### src/rtl/msr_pkg.sv
`timescale 1ns / 1ps

package msr_pkg;

  localparam int unsigned CfgDataWidth = 24;
  localparam int unsigned FifoDepth    = 4;
  localparam int unsigned FifoPtrWidth = $clog2(FifoDepth);
  localparam int unsigned FifoCntWidth = $clog2(FifoDepth + 1);

  // Register indexes on the configuration port.
  localparam logic CfgPduCapacity  = 1'b0;
  localparam logic CfgTimeoutTicks = 1'b1;

  localparam logic [15:0] PduCapacityReset  = 16'd1024;
  localparam logic [23:0] TimeoutTicksReset = 24'd20000;

  // Input item operations.
  localparam logic OpByte = 1'b0;
  localparam logic OpTick = 1'b1;

  // Segmentation codes from the top two bits of a fragment header.
  localparam logic [1:0] SarComplete = 2'd0;
  localparam logic [1:0] SarFirst    = 2'd1;
  localparam logic [1:0] SarCont     = 2'd2;
  localparam logic [1:0] SarLast     = 2'd3;

  // Result kinds.
  localparam logic [2:0] KindPayload  = 3'd0;
  localparam logic [2:0] KindDone     = 3'd1;
  localparam logic [2:0] KindRefused  = 3'd2;
  localparam logic [2:0] KindTimeout  = 3'd3;
  localparam logic [2:0] KindOverflow = 3'd4;

  // Refusal reasons.
  localparam logic [1:0] ErrCompletePending = 2'd0;
  localparam logic [1:0] ErrFirstPending    = 2'd1;
  localparam logic [1:0] ErrNoPrior         = 2'd2;
  localparam logic [1:0] ErrTypeMismatch    = 2'd3;

  typedef struct packed {
    logic [2:0]  kind;
    logic [7:0]  payload;
    logic [5:0]  pdu_type;
    logic [15:0] pdu_length;
    logic [1:0]  error_code;
    logic        last;
  } result_t;

  // Up to two results produced by one accepted item.
  typedef struct packed {
    result_t    res0;
    result_t    res1;
    logic [1:0] num;
  } step_out_t;

endpackage

### src/rtl/mesh_proxy_sar_reassembler_core.sv
`timescale 1ns / 1ps
// Results of an item are written to the result queue at its transfer and shown from there.
// Throughput: one item per cycle, stalled while the four-entry result queue lacks room
// for two results; the single-result output port shows an item's results one at a time.
// Reset (asynchronous, active low) empties the queue, clears the reassembly and
// timer state, and loads the default capacity and timeout registers.
module mesh_proxy_sar_reassembler_core (
  input  logic                              clk_i,
  input  logic                              rst_ni,
  input  logic                              cfg_we_i,
  input  logic                              cfg_index_i,
  input  logic [msr_pkg::CfgDataWidth-1:0]  cfg_data_i,
  input  logic                              in_valid_i,
  output logic                              in_stall_o,
  input  logic                              op_i,
  input  logic [7:0]                        data_i,
  input  logic                              frag_end_i,
  output logic                              out_valid_o,
  input  logic                              out_stall_i,
  output logic [2:0]                        kind_o,
  output logic [7:0]                        payload_o,
  output logic [5:0]                        pdu_type_o,
  output logic [15:0]                       pdu_length_o,
  output logic [1:0]                        error_code_o,
  output logic                              last_o
);
  import msr_pkg::*;

  step_out_t step;
  result_t   head;
  logic      accept;
  logic      full2;

  assign in_stall_o = full2;
  assign accept     = in_valid_i && !full2;

  msr_step u_step (
    .clk_i       (clk_i),
    .rst_ni      (rst_ni),
    .cfg_we_i    (cfg_we_i),
    .cfg_index_i (cfg_index_i),
    .cfg_data_i  (cfg_data_i),
    .accept_i    (accept),
    .op_i        (op_i),
    .data_i      (data_i),
    .frag_end_i  (frag_end_i),
    .step_o      (step)
  );

  msr_out_fifo u_fifo (
    .clk_i   (clk_i),
    .rst_ni  (rst_ni),
    .push_i  (step),
    .pop_i   (out_valid_o && !out_stall_i),
    .full2_o (full2),
    .valid_o (out_valid_o),
    .head_o  (head)
  );

  assign kind_o       = head.kind;
  assign payload_o    = head.payload;
  assign pdu_type_o   = head.pdu_type;
  assign pdu_length_o = head.pdu_length;
  assign error_code_o = head.error_code;
  assign last_o       = head.last;

endmodule

### src/rtl/msr_step.sv
`timescale 1ns / 1ps

module msr_step (
  input  logic                                clk_i,
  input  logic                                rst_ni,
  input  logic                                cfg_we_i,
  input  logic                                cfg_index_i,
  input  logic [msr_pkg::CfgDataWidth-1:0]    cfg_data_i,
  input  logic                                accept_i,
  input  logic                                op_i,
  input  logic [7:0]                          data_i,
  input  logic                                frag_end_i,
  output msr_pkg::step_out_t                  step_o
);
  import msr_pkg::*;

  logic [15:0] pdu_capacity_q;
  logic [23:0] timeout_ticks_q;

  logic        in_fragment_q, in_fragment_d;
  logic        frag_accepted_q, frag_accepted_d;
  logic [1:0]  frag_code_q, frag_code_d;
  logic [5:0]  cur_type_q, cur_type_d;
  logic [15:0] pending_len_q, pending_len_d;
  logic        timer_run_q, timer_run_d;
  logic [23:0] timer_cnt_q, timer_cnt_d;

  always_ff @(posedge clk_i or negedge rst_ni) begin
    if (!rst_ni) begin
      pdu_capacity_q  <= PduCapacityReset;
      timeout_ticks_q <= TimeoutTicksReset;
    end else if (cfg_we_i) begin
      unique case (cfg_index_i)
        CfgPduCapacity:  pdu_capacity_q  <= cfg_data_i[15:0];
        CfgTimeoutTicks: timeout_ticks_q <= cfg_data_i[23:0];
        default: ;
      endcase
    end
  end

  always_comb begin
    logic [1:0]  hdr_code;
    logic [5:0]  hdr_type;
    logic        refuse;
    logic [1:0]  err;
    logic [23:0] cnt_inc;
    result_t     r0;
    result_t     r1;
    logic [1:0]  n;

    in_fragment_d   = in_fragment_q;
    frag_accepted_d = frag_accepted_q;
    frag_code_d     = frag_code_q;
    cur_type_d      = cur_type_q;
    pending_len_d   = pending_len_q;
    timer_run_d     = timer_run_q;
    timer_cnt_d     = timer_cnt_q;

    hdr_code = data_i[7:6];
    hdr_type = data_i[5:0];
    refuse   = 1'b0;
    err      = ErrCompletePending;
    cnt_inc  = timer_cnt_q + 24'd1;
    r0       = '0;
    r1       = '0;
    n        = 2'd0;

    if (op_i == OpTick) begin
      if (timer_run_q) begin
        timer_cnt_d = cnt_inc;
        if (cnt_inc >= timeout_ticks_q) begin
          r0.kind       = KindTimeout;
          r0.pdu_type   = cur_type_q;
          r0.pdu_length = pending_len_q;
          n             = 2'd1;
          pending_len_d = '0;
          timer_run_d   = 1'b0;
          timer_cnt_d   = '0;
          if (in_fragment_q) begin
            frag_accepted_d = 1'b0;
          end
        end
      end
    end else begin
      if (!in_fragment_q) begin
        if (hdr_code == SarComplete || hdr_code == SarFirst) begin
          if (pending_len_q != 16'd0) begin
            refuse = 1'b1;
            err    = (hdr_code == SarComplete) ? ErrCompletePending : ErrFirstPending;
          end
        end else if (pending_len_q == 16'd0) begin
          refuse = 1'b1;
          err    = ErrNoPrior;
        end else if (hdr_type != cur_type_q) begin
          refuse = 1'b1;
          err    = ErrTypeMismatch;
        end

        if (refuse) begin
          r0.kind         = KindRefused;
          r0.pdu_type     = hdr_type;
          r0.pdu_length   = pending_len_q;
          r0.error_code   = err;
          n               = 2'd1;
          frag_accepted_d = 1'b0;
        end else begin
          frag_accepted_d = 1'b1;
          frag_code_d     = hdr_code;
          if (hdr_code == SarComplete || hdr_code == SarFirst) begin
            cur_type_d = hdr_type;
          end
          if (hdr_code == SarFirst || hdr_code == SarCont) begin
            timer_run_d = 1'b1;
            timer_cnt_d = '0;
          end else if (hdr_code == SarLast) begin
            timer_run_d = 1'b0;
            timer_cnt_d = '0;
          end
        end
        in_fragment_d = !frag_end_i;
      end else begin
        if (frag_accepted_q) begin
          if (pending_len_q < pdu_capacity_q) begin
            pending_len_d = pending_len_q + 16'd1;
            r0.kind       = KindPayload;
            r0.payload    = data_i;
            r0.pdu_type   = cur_type_q;
            r0.pdu_length = pending_len_d;
          end else begin
            r0.kind       = KindOverflow;
            r0.pdu_type   = cur_type_q;
            r0.pdu_length = pending_len_q;
          end
          n = 2'd1;
        end
        if (frag_end_i) begin
          in_fragment_d = 1'b0;
        end
      end

      // A complete or last fragment closes the PDU on its final byte.
      if (frag_end_i && frag_accepted_d &&
          (frag_code_d == SarComplete || frag_code_d == SarLast)) begin
        if (n == 2'd0) begin
          r0.kind       = KindDone;
          r0.pdu_type   = cur_type_d;
          r0.pdu_length = pending_len_d;
        end else begin
          r1.kind       = KindDone;
          r1.pdu_type   = cur_type_d;
          r1.pdu_length = pending_len_d;
        end
        n             = n + 2'd1;
        pending_len_d = '0;
      end
      if (frag_end_i) begin
        frag_accepted_d = 1'b0;
      end
    end

    if (n == 2'd1) begin
      r0.last = 1'b1;
    end else if (n == 2'd2) begin
      r1.last = 1'b1;
    end

    step_o.res0 = r0;
    step_o.res1 = r1;
    step_o.num  = accept_i ? n : 2'd0;
  end

  always_ff @(posedge clk_i or negedge rst_ni) begin
    if (!rst_ni) begin
      in_fragment_q   <= 1'b0;
      frag_accepted_q <= 1'b0;
      frag_code_q     <= SarComplete;
      cur_type_q      <= '0;
      pending_len_q   <= '0;
      timer_run_q     <= 1'b0;
      timer_cnt_q     <= '0;
    end else if (accept_i) begin
      in_fragment_q   <= in_fragment_d;
      frag_accepted_q <= frag_accepted_d;
      frag_code_q     <= frag_code_d;
      cur_type_q      <= cur_type_d;
      pending_len_q   <= pending_len_d;
      timer_run_q     <= timer_run_d;
      timer_cnt_q     <= timer_cnt_d;
    end
  end

endmodule

### src/rtl/msr_out_fifo.sv
`timescale 1ns / 1ps

module msr_out_fifo (
  input  logic                 clk_i,
  input  logic                 rst_ni,
  input  msr_pkg::step_out_t   push_i,
  input  logic                 pop_i,
  output logic                 full2_o,
  output logic                 valid_o,
  output msr_pkg::result_t     head_o
);
  import msr_pkg::*;

  result_t                 mem_q [FifoDepth];
  logic [FifoPtrWidth-1:0] wr_ptr_q, rd_ptr_q;
  logic [FifoCntWidth-1:0] count_q;
  logic [FifoPtrWidth-1:0] wr_ptr1;

  assign wr_ptr1 = wr_ptr_q + FifoPtrWidth'(1);
  assign valid_o = (count_q != '0);
  assign head_o  = mem_q[rd_ptr_q];
  // Room for two results is needed before the next item can enter.
  assign full2_o = (count_q > FifoCntWidth'(FifoDepth - 2));

  always_ff @(posedge clk_i) begin
    if (push_i.num != 2'd0) begin
      mem_q[wr_ptr_q] <= push_i.res0;
    end
    if (push_i.num == 2'd2) begin
      mem_q[wr_ptr1] <= push_i.res1;
    end
  end

  always_ff @(posedge clk_i or negedge rst_ni) begin
    if (!rst_ni) begin
      wr_ptr_q <= '0;
      rd_ptr_q <= '0;
      count_q  <= '0;
    end else begin
      wr_ptr_q <= wr_ptr_q + FifoPtrWidth'(push_i.num);
      if (pop_i) begin
        rd_ptr_q <= rd_ptr_q + FifoPtrWidth'(1);
      end
      count_q <= count_q + FifoCntWidth'(push_i.num) - FifoCntWidth'(pop_i);
    end
  end

endmodule

### config.mk
export PLATFORM = sky130hd
export DESIGN_NAME = mesh_proxy_sar_reassembler_core
export DESIGN_NICKNAME = d
export VERILOG_FILES = /design/src/rtl/msr_pkg.sv /design/src/rtl/mesh_proxy_sar_reassembler_core.sv /design/src/rtl/msr_step.sv /design/src/rtl/msr_out_fifo.sv
export SDC_FILE = /design/constraint.sdc
export NUM_CORES = 1
export LEC_CHECK = 0
export BUFFER_PORTS_ARGS = -buffer_cell sky130_fd_sc_hd__buf_2
export CAP_MARGIN = 20
export CORE_MARGIN = 5
export CORE_UTILIZATION = 40
export DETAILED_ROUTE_END_ITERATION = 16
export PLACE_DENSITY = 0.58
export SLEW_MARGIN = 20
export SYNTH_ARGS = -nofsm -noshare
export SYNTH_HDL_FRONTEND = slang
export SYNTH_SLANG_ARGS = --single-unit
### constraint.sdc
create_clock -name clk_i -period 15.16 [get_ports clk_i]
set_input_delay 1.516 -clock clk_i [delete_from_list [all_inputs] [get_ports clk_i]]
set_output_delay 1.516 -clock clk_i [all_outputs]
set_load 0.005 [all_outputs]
==> out/results.txt, run 1 <==
post-synth top area share -> 0.217
Starting Density -> 0.407
end point of the critical path -> u_fifo.count_q[2]
Die Y -> 192 um
Synth Instances -> 1285
R2R Path Start -> u_step.timer_cnt_q[0]
Hold Path Class -> flop to flop
post-synthesis mux area share -> 0.0895
register area share after synthesis -> 0.473
total die area -> 37000 sq um
layout cell share with drive strength beyond 1 -> 0.178
CTS buffer count -> 27
hold slack final -> 0.466 ns
number of global-route vias before repair -> 9778
Via Count -> 10200
critical path cell sequence -> ha_1 > nand3_1 > nor4_1 > nand3_1 > nor2_1 > nand3_1 > xnor2_1 > ha_1 > nand4_1 > nor4_1 > and4_1 > o311a_1 > o21ai_0 > ha_1 > inv_1 > ha_1 > inv_1 > fa_1 > xor2_1 > xnor2_1
setup TNS -> 0 ns
ys flop type -> edfxtp_1
Max Freq -> 166 MHz
setup-violating endpoint count in the final report -> 0
hpwl dp -> 25.4 mm
first-pass GRT wire length -> 56.6 mm
Crit path depth -> 20
flop2flop setup slack -> 9.15 ns
largest net degree at the start of global routing -> 61
Post-synth ARST share -> 0.405
FF+latch count, synth -> 242
Tmin final -> 6.01 ns
num rows -> 66
CP Class -> flop to flop
grt ovf -> 0
initial drt markers -> 831
required time worst endpoint -> 15.59 ns
period utilization -> 0.397
Final Max Tran Viols -> 0
net load switching power -> 0.000734 W
Worst-path clk slew -> 0.06 ns
endpoints failing hold -> 0
reg2reg path depth -> 20
Post-Syn Area -> 13300 sq um
Via density -> 5.72
crit path from -> u_step.timer_cnt_q[0]
core footprint -> 32700 sq um
synth unique cells -> 80
CP bufs+invs -> 2
relative slew slack -> 0.288
final instance area -> 14900 sq um
RSZ-0062 raised after global routing -> false
simple-gate share of the synthesized area -> 0.142
max-cap viol count -> 0
ANT cells -> 0
Crit-path slowest cell -> o311a_1
layout overhead on the synthesized area -> 11.8%
# hold bufs at CTS -> 0
leakage -> 5.86 nW
FF-to-FF End -> u_fifo.count_q[2]
combinational share of power -> 0.305
CTS tree -> done
number of I/O pins -> 78
Peak supply drop -> 0.0000856 V
nets -> 1414
synth top area cells -> edfxtp_1 (22%), dfrtp_1 (17%), dfxtp_1 (7.2%)
CP peak stage delay -> 0.69 ns
Post-synth EDFFs -> 96
Routed Antenna Nets -> 0
PortBufs -> 77
largest family of logic cells by synthesized area -> compound AO/OA/AOI/OAI gates
Post-Syn Nets -> 1377
final WL -> 35.5 mm
Sw Ratio -> 0.337
Longest Clk Path Bufs -> 3
residual DRC count -> 0
post-cts repair resize count -> 0
CTS sink count -> 242
synth warn -> 0
Routability Congestion -> 0.880
area leader, netlist -> edfxtp_1
status -> complete, no violations
global-route usage over all layers -> 0.191
CP max FO -> 15
Avg WL per Cell -> 19.9 um
post-synthesis adder-cell area fraction -> 0.0494
area of placed instances -> 14000 sq um
actual slew at the worst max-slew pin -> 1.06 ns
root buf cell -> clkbuf_16
Final Skew -> 0.0228 ns
Worst EP arrival -> 6.44 ns
Fill cells -> 3151
post-CTS setup repair buffer count -> 0
post-synthesis compound-gate area fraction -> 0.170
Synth Area in XOR/XNOR -> 0.0316
clock latency on the worst-skew pair -> 0.56 ns
CP dominant cell by count -> ha_1
initial antenna violation count -> 4
Mapped Avg Cell Area -> 10.4 sq um
drt first pass iters -> 5
CP Capture Type -> flop
final core occ -> 0.455
startpoint class of the critical path -> flop
Clk pwr share -> 0.297
Die X -> 192 um
cell internal pwr -> 0.00144 W
hold path startpoint -> u_fifo.mem_q[1][25]
H-tree depth -> 1
Seq pwr share -> 0.397
crit-path leading delay family -> simple AND/OR/NAND/NOR gates
P per Cell Area -> 146 nW/um^2
==> kinds of logic after synthesis <==
group,Yosys count
xor+xnor,48
fa+ha+maj,52
compound gates,349
mux,70
buf+inv,144
flops,242
simple gates,380
==> area by class of cell <==
| cell class | count | area (sq um) | share of cell area |
|---|---|---|---|
| Timing Repair Buffer | 90 | 498 | 0.0335 |
| Tap cell | 442 | 553 | 0.0371 |
| Clock buffer | 33 | 698 | 0.0469 |
| Clock inverter | 14 | 170 | 0.0114 |
| Sequential cell | 242 | 6310 | 0.424 |
| Inverter | 62 | 233 | 0.0156 |
| Multi-Input combinational cell | 899 | 6430 | 0.432 |
==> registers in the layout (all words and copies together), names as in the netlist, 2 cells and up <==
register                cells
u_step.pdu_capacity_q      16
u_step.timeout_ticks_q     24
u_step.frag_code_q          2
u_fifo.count_q              3
u_step.pending_len_q       16
u_fifo.mem_q              144
u_step.cur_type_q           6
u_fifo.rd_ptr_q             2
u_step.timer_cnt_q         24
u_fifo.wr_ptr_q             2
==> through the flow <==
| step | instances | worst slack [ns] | power, W |
|---|---|---|---|
| 6_report | 1782 | 9.15 | 0.00218 |
| 5_1_grt | 1782 | 8.58 | 0.00230 |
| 4_1_cts | 1781 | 9.04 | 0.00220 |
| 3_5_place_dp | 1734 | 8.92 | 0.00154 |
| 3_3_place_gp | 1734 | 9.10 | 0.00153 |
| 2_1_floorplan | 1285 | 9.85 | 0.00132 |
==> routing by layer <==
layer | vias to the layer above | GRT usage | share of wire
met5 | - | 0 | 0.0015
met4 | 8 | 0.0488 | 0.027
met3 | 69 | 0.0335 | 0.056
met2 | 291 | 0.298 | 0.45
met1 | 4953 | 0.276 | 0.46
li1 | 4874 | - | -
==> cell usage in the layout, fill, tap and decap left out, types with 9 or more instances in the layout <==
master and count:
o21ai_0 128, nand2_1 115, edfxtp_1 96, nand3_1 92, dfrtp_1 90, buf_2 76, nor2_1 71, inv_1 62
ha_1 51, dfxtp_1 48, a21oi_1 37, mux4_2 36, mux2_2 32, o22ai_1 30, xnor2_1 29, o21ai_1 28
clkbuf_16 27, a22o_1 25, xor2_1 19, nand4_1 19, a31oi_1 18, and3_1 16, buf_4 13, nor3_1 11
and2_1 9, nor2b_1 9
==> worst min path at each step <==
stage | end | cells past startpoint | slack, ns
floorplan | u_fifo.mem_q[1][1] | 2 | 0.44
CTS | u_fifo.mem_q[1][25] | 2 | 0.47
finish | u_fifo.mem_q[1][25] | 2 | 0.47
detailed placement | u_fifo.mem_q[1][25] | 2 | 0.46
global route | u_fifo.mem_q[3][1] | 2 | 0.49
global placement | u_fifo.mem_q[1][26] | 2 | 0.45
==> Yosys cell counts (all sizes together), types with 4 or more instances <==
master	instances
and3	18
nor2	72
a21oi	40
nand2	117
dfstp	6
o31ai	9
dfxtp	48
nand2b	7
mux2	32
mux4	36
o2bb2ai	4
o211ai	5
a32o	8
clkbuf	51
nand3	95
or3	4
xor2	19
buf	31
a21o	7
ha	51
nor4	8
a211oi	4
dfrtp	92
a31oi	19
and2	9
inv	62
nor2b	10
edfxtp	96
o21ai	156
a22o	25
o22ai	33
nor3	13
nand4	19
xnor2	29
and4	5
o221ai	6
o41ai	5
==> worst register-to-register path, cell delays in order (launching register included) <==
cell,delay (ns)
dfrtp_1,0.43
ha_1,0.26
nand3_1,0.19
nor4_1,0.58
nand3_1,0.38
nor2_1,0.31
nand3_1,0.17
xnor2_1,0.15
ha_1,0.31
nand4_1,0.15
nor4_1,0.41
and4_1,0.35
o311a_1,0.69
o21ai_0,0.30
ha_1,0.33
inv_1,0.05
ha_1,0.13
inv_1,0.05
fa_1,0.37
xor2_1,0.17
xnor2_1,0.12
==> power groups by stage <==
| stage | sequential [W] | clock, W | combinational, W |
|---|---|---|---|
| 5_1_grt | 0.000878 | 0.000690 | 0.000735 |
| 4_1_cts | 0.000881 | 0.000663 | 0.000652 |
| 3_5_place_dp | 0.000893 | 0 | 0.000649 |
| 6_report | 0.000865 | 0.000647 | 0.000664 |
| 2_1_floorplan | 0.000838 | 0 | 0.000478 |
| 3_3_place_gp | 0.000889 | 0 | 0.000645 |
Note: power is estimated with default switching activity, not from simulation.
==> inputs of run 2 (changes only) <==
clock period = 5.6 ns   (was 15.16 ns; I/O delays follow)
==> run 2 against run 1 <==
  * Cell count rose by 1.2%
  * Sequential power grew to 2.7 times the previous value
  * Register-to-register slack got worse by 8.7 ns
  * Clock power grew to 2.7 times the previous value
  * Core utilization increased by 0.49 points
  * Sequential share of layout area decreased by 0.45 points
  * Worst setup slack worse by 8.7 ns
  * Critical path depth is 3 lower
  * Largest cell class unchanged
==> out/results.txt, run 2 (same netlist as run 1, synthesis figures left out) <==
actual slew at the worst max-slew pin -> 0.996 ns
critical path cell sequence -> ha_1 > nand3_1 > nor4_1 > buf_4 > nand3_1 > nor2_1 > nand3_1 > xnor2_1 > ha_1 > nand4_1 > nor4_1 > and4_1 > o311ai_2 > a21oi_1 > nand2_1 > nor2_1 > a22o_1
Avg WL per Cell -> 20.1 um
endpoints failing hold -> 0
CP max FO -> 10
Worst EP arrival -> 5.59 ns
max FFs per register -> 144
hpwl dp -> 25.8 mm
total die area -> 37000 sq um
status -> complete, no violations
final core occ -> 0.460
Die X -> 192 um
setup-violating endpoint count in the final report -> 0
first-pass GRT wire length -> 58.4 mm
Worst-path clk slew -> 0.06 ns
end point of the critical path -> u_fifo.mem_q[0][23]
CTS tree -> done
post-cts repair resize count -> 0
period utilization -> 0.922
Fill cells -> 3088
P per Cell Area -> 395 nW/um^2
number of global-route vias before repair -> 10400
Multi-input gate area -> 6420 sq um
post-CTS setup repair buffer count -> 0
CTS sink count -> 242
root buf cell -> clkbuf_16
Hold Path Class -> primary input to flop
met2 wire length -> 16.8 mm
Die Y -> 192 um
Peak supply drop -> 0.000269 V
M1 WL -> 16.5 mm
global-route usage over all layers -> 0.197
Starting Density -> 0.407
Clk pwr share -> 0.299
initial antenna violation count -> 3
net load switching power -> 0.00200 W
drt first pass iters -> 5
nets -> 1435
CP Capture Type -> flop
met3 WL -> 2.11 mm
Sw Ratio -> 0.336
R2R Path Start -> u_step.timer_cnt_q[0]
CP peak stage delay -> 0.50 ns
flop2flop setup slack -> 0.44 ns
leakage -> 5.96 nW
startpoint class of the critical path -> flop
Max Freq -> 194 MHz
Tmin final -> 5.16 ns
CTS buffer count -> 28
required time worst endpoint -> 6.02 ns
CP dominant cell by count -> nand3_1
layout overhead on the synthesized area -> 13.0%
Via Count -> 10400
RSZ-0062 raised after global routing -> false
Routability Congestion -> 0.891
largest net degree at the start of global routing -> 67
Final Max Tran Viols -> 0
number of I/O pins -> 78
initial drt markers -> 986
most common cell after layout, fill and taps aside -> o21ai_0
final WL -> 36.2 mm
largest register by flop count -> u_fifo.mem_q
cell internal pwr -> 0.00395 W
top flop regs -> u_fifo.mem_q (144), u_step.timeout_ticks_q (24), u_step.timer_cnt_q (24)
combinational share of power -> 0.307
max-cap viol count -> 0
hold path startpoint -> cfg_data_i[12]
Longest Clk Path Bufs -> 3
relative slew slack -> 0.335
reg2reg path depth -> 17
clock latency on the worst-skew pair -> 0.56 ns
PortBufs -> 77
H-tree depth -> 1
setup TNS -> 0 ns
Via density -> 5.76
commonest non-fill, non-tap cells in the layout -> o21ai_0 (128), nand2_1 (117), edfxtp_1 (96)
CP Class -> flop to flop
Reg area -> 6310 sq um
residual DRC count -> 0
ANT cells -> 0
core footprint -> 32700 sq um
Routed Antenna Nets -> 0
Highest Signal Layer -> met5
layout cell share with drive strength beyond 1 -> 0.190
Crit-path slowest cell -> nor2_1
Seq pwr share -> 0.395
grt ovf -> 0
crit path from -> u_step.timer_cnt_q[0]
num rows -> 66
FF-to-FF End -> u_fifo.mem_q[0][23]
Final Skew -> 0.0270 ns
## run 2: cell types whose count changed in the layout (fill, tap and decap cells not counted), sizes merged
| cell | change |
|---|---|
| bufinv | -1 |
| inv | -1 |
| dlygate4sd3 | +1 |
| buf | +19 |
| clkbuf | +3 |
| clkinvlp | -2 |
| clkinv | +2 |
## run 2: power by group through the flow
stage / combinational [W] / sequential, W / clock [W]
final: 0.00182 / 0.00235 / 0.00177
after global routing: 0.00202 / 0.00238 / 0.00188
after CTS: 0.00184 / 0.00234 / 0.00181
after detailed placement: 0.00183 / 0.00238 / 0
after global placement: 0.00181 / 0.00237 / 0
after floorplan: 0.00130 / 0.00227 / 0
## run 2: metrics by stage
step / hold slack, ns / cell area [sq um] / power (W) / cells / setup slack [ns]
final: 0.246 / 15000 / 0.00595 / 1803 / 0.436
after global routing: 0.244 / 15000 / 0.00629 / 1803 / 0.0357
after CTS: 0.230 / 15000 / 0.00600 / 1803 / 0.483
after detailed placement: 0.457 / 14100 / 0.00421 / 1754 / 0.489
after global placement: 0.452 / 14100 / 0.00418 / 1754 / 0.621
after floorplan: 0.264 / 13300 / 0.00356 / 1285 / 0.540
## run 2: layout make-up
| cell class | instances | share of cell area |
|---|---|---|
| Tap cell | 442 | 0.0368 |
| Clock inverter | 12 | 0.00815 |
| Multi-Input combinational cell | 899 | 0.427 |
| Inverter | 62 | 0.0155 |
| Timing Repair Buffer | 110 | 0.0424 |
| Sequential cell | 242 | 0.419 |
| Clock buffer | 36 | 0.0512 |
## run 2: repair_timing
item	4_1_cts	5_1_grt
hold endpoints to repair	27	0
hold buffers	1	0
setup endpoints to repair	0	0
## run 2: how the worst min path moves through the flow
| stage | slack (ns) | depth (start not counted) | to |
|---|---|---|---|
| after floorplan | 0.26 | 0 | u_fifo.count_q[0] |
| final | 0.25 | 3 | u_step.pdu_capacity_q[12] |
| after global placement | 0.45 | 2 | u_fifo.mem_q[2][34] |
| after detailed placement | 0.46 | 2 | u_fifo.mem_q[3][30] |
| after global routing | 0.24 | 2 | u_step.timeout_ticks_q[23] |
| after CTS | 0.23 | 3 | u_step.pdu_capacity_q[12] |
## run 2: worst max-delay path: cells and delay by family, from the launching register on
family / cells / cell delay, ns
AO/OA/AOI/OAI: 3 / 0.82
XOR/XNOR: 1 / 0.16
adder cells (fa/ha/maj): 2 / 0.58
buffers and inverters: 1 / 0.17
flip-flops: 1 / 0.43
AND/OR/NAND/NOR: 10 / 2.90
## run 2: routing by layer
| metal | global-route usage | up-vias |
|---|---|---|
| met2 | 0.319 | 348 |
| li1 | - | 4915 |
| met4 | 0.0453 | 6 |
| met5 | 0 | - |
| met1 | 0.282 | 5046 |
| met3 | 0.0295 | 62 |
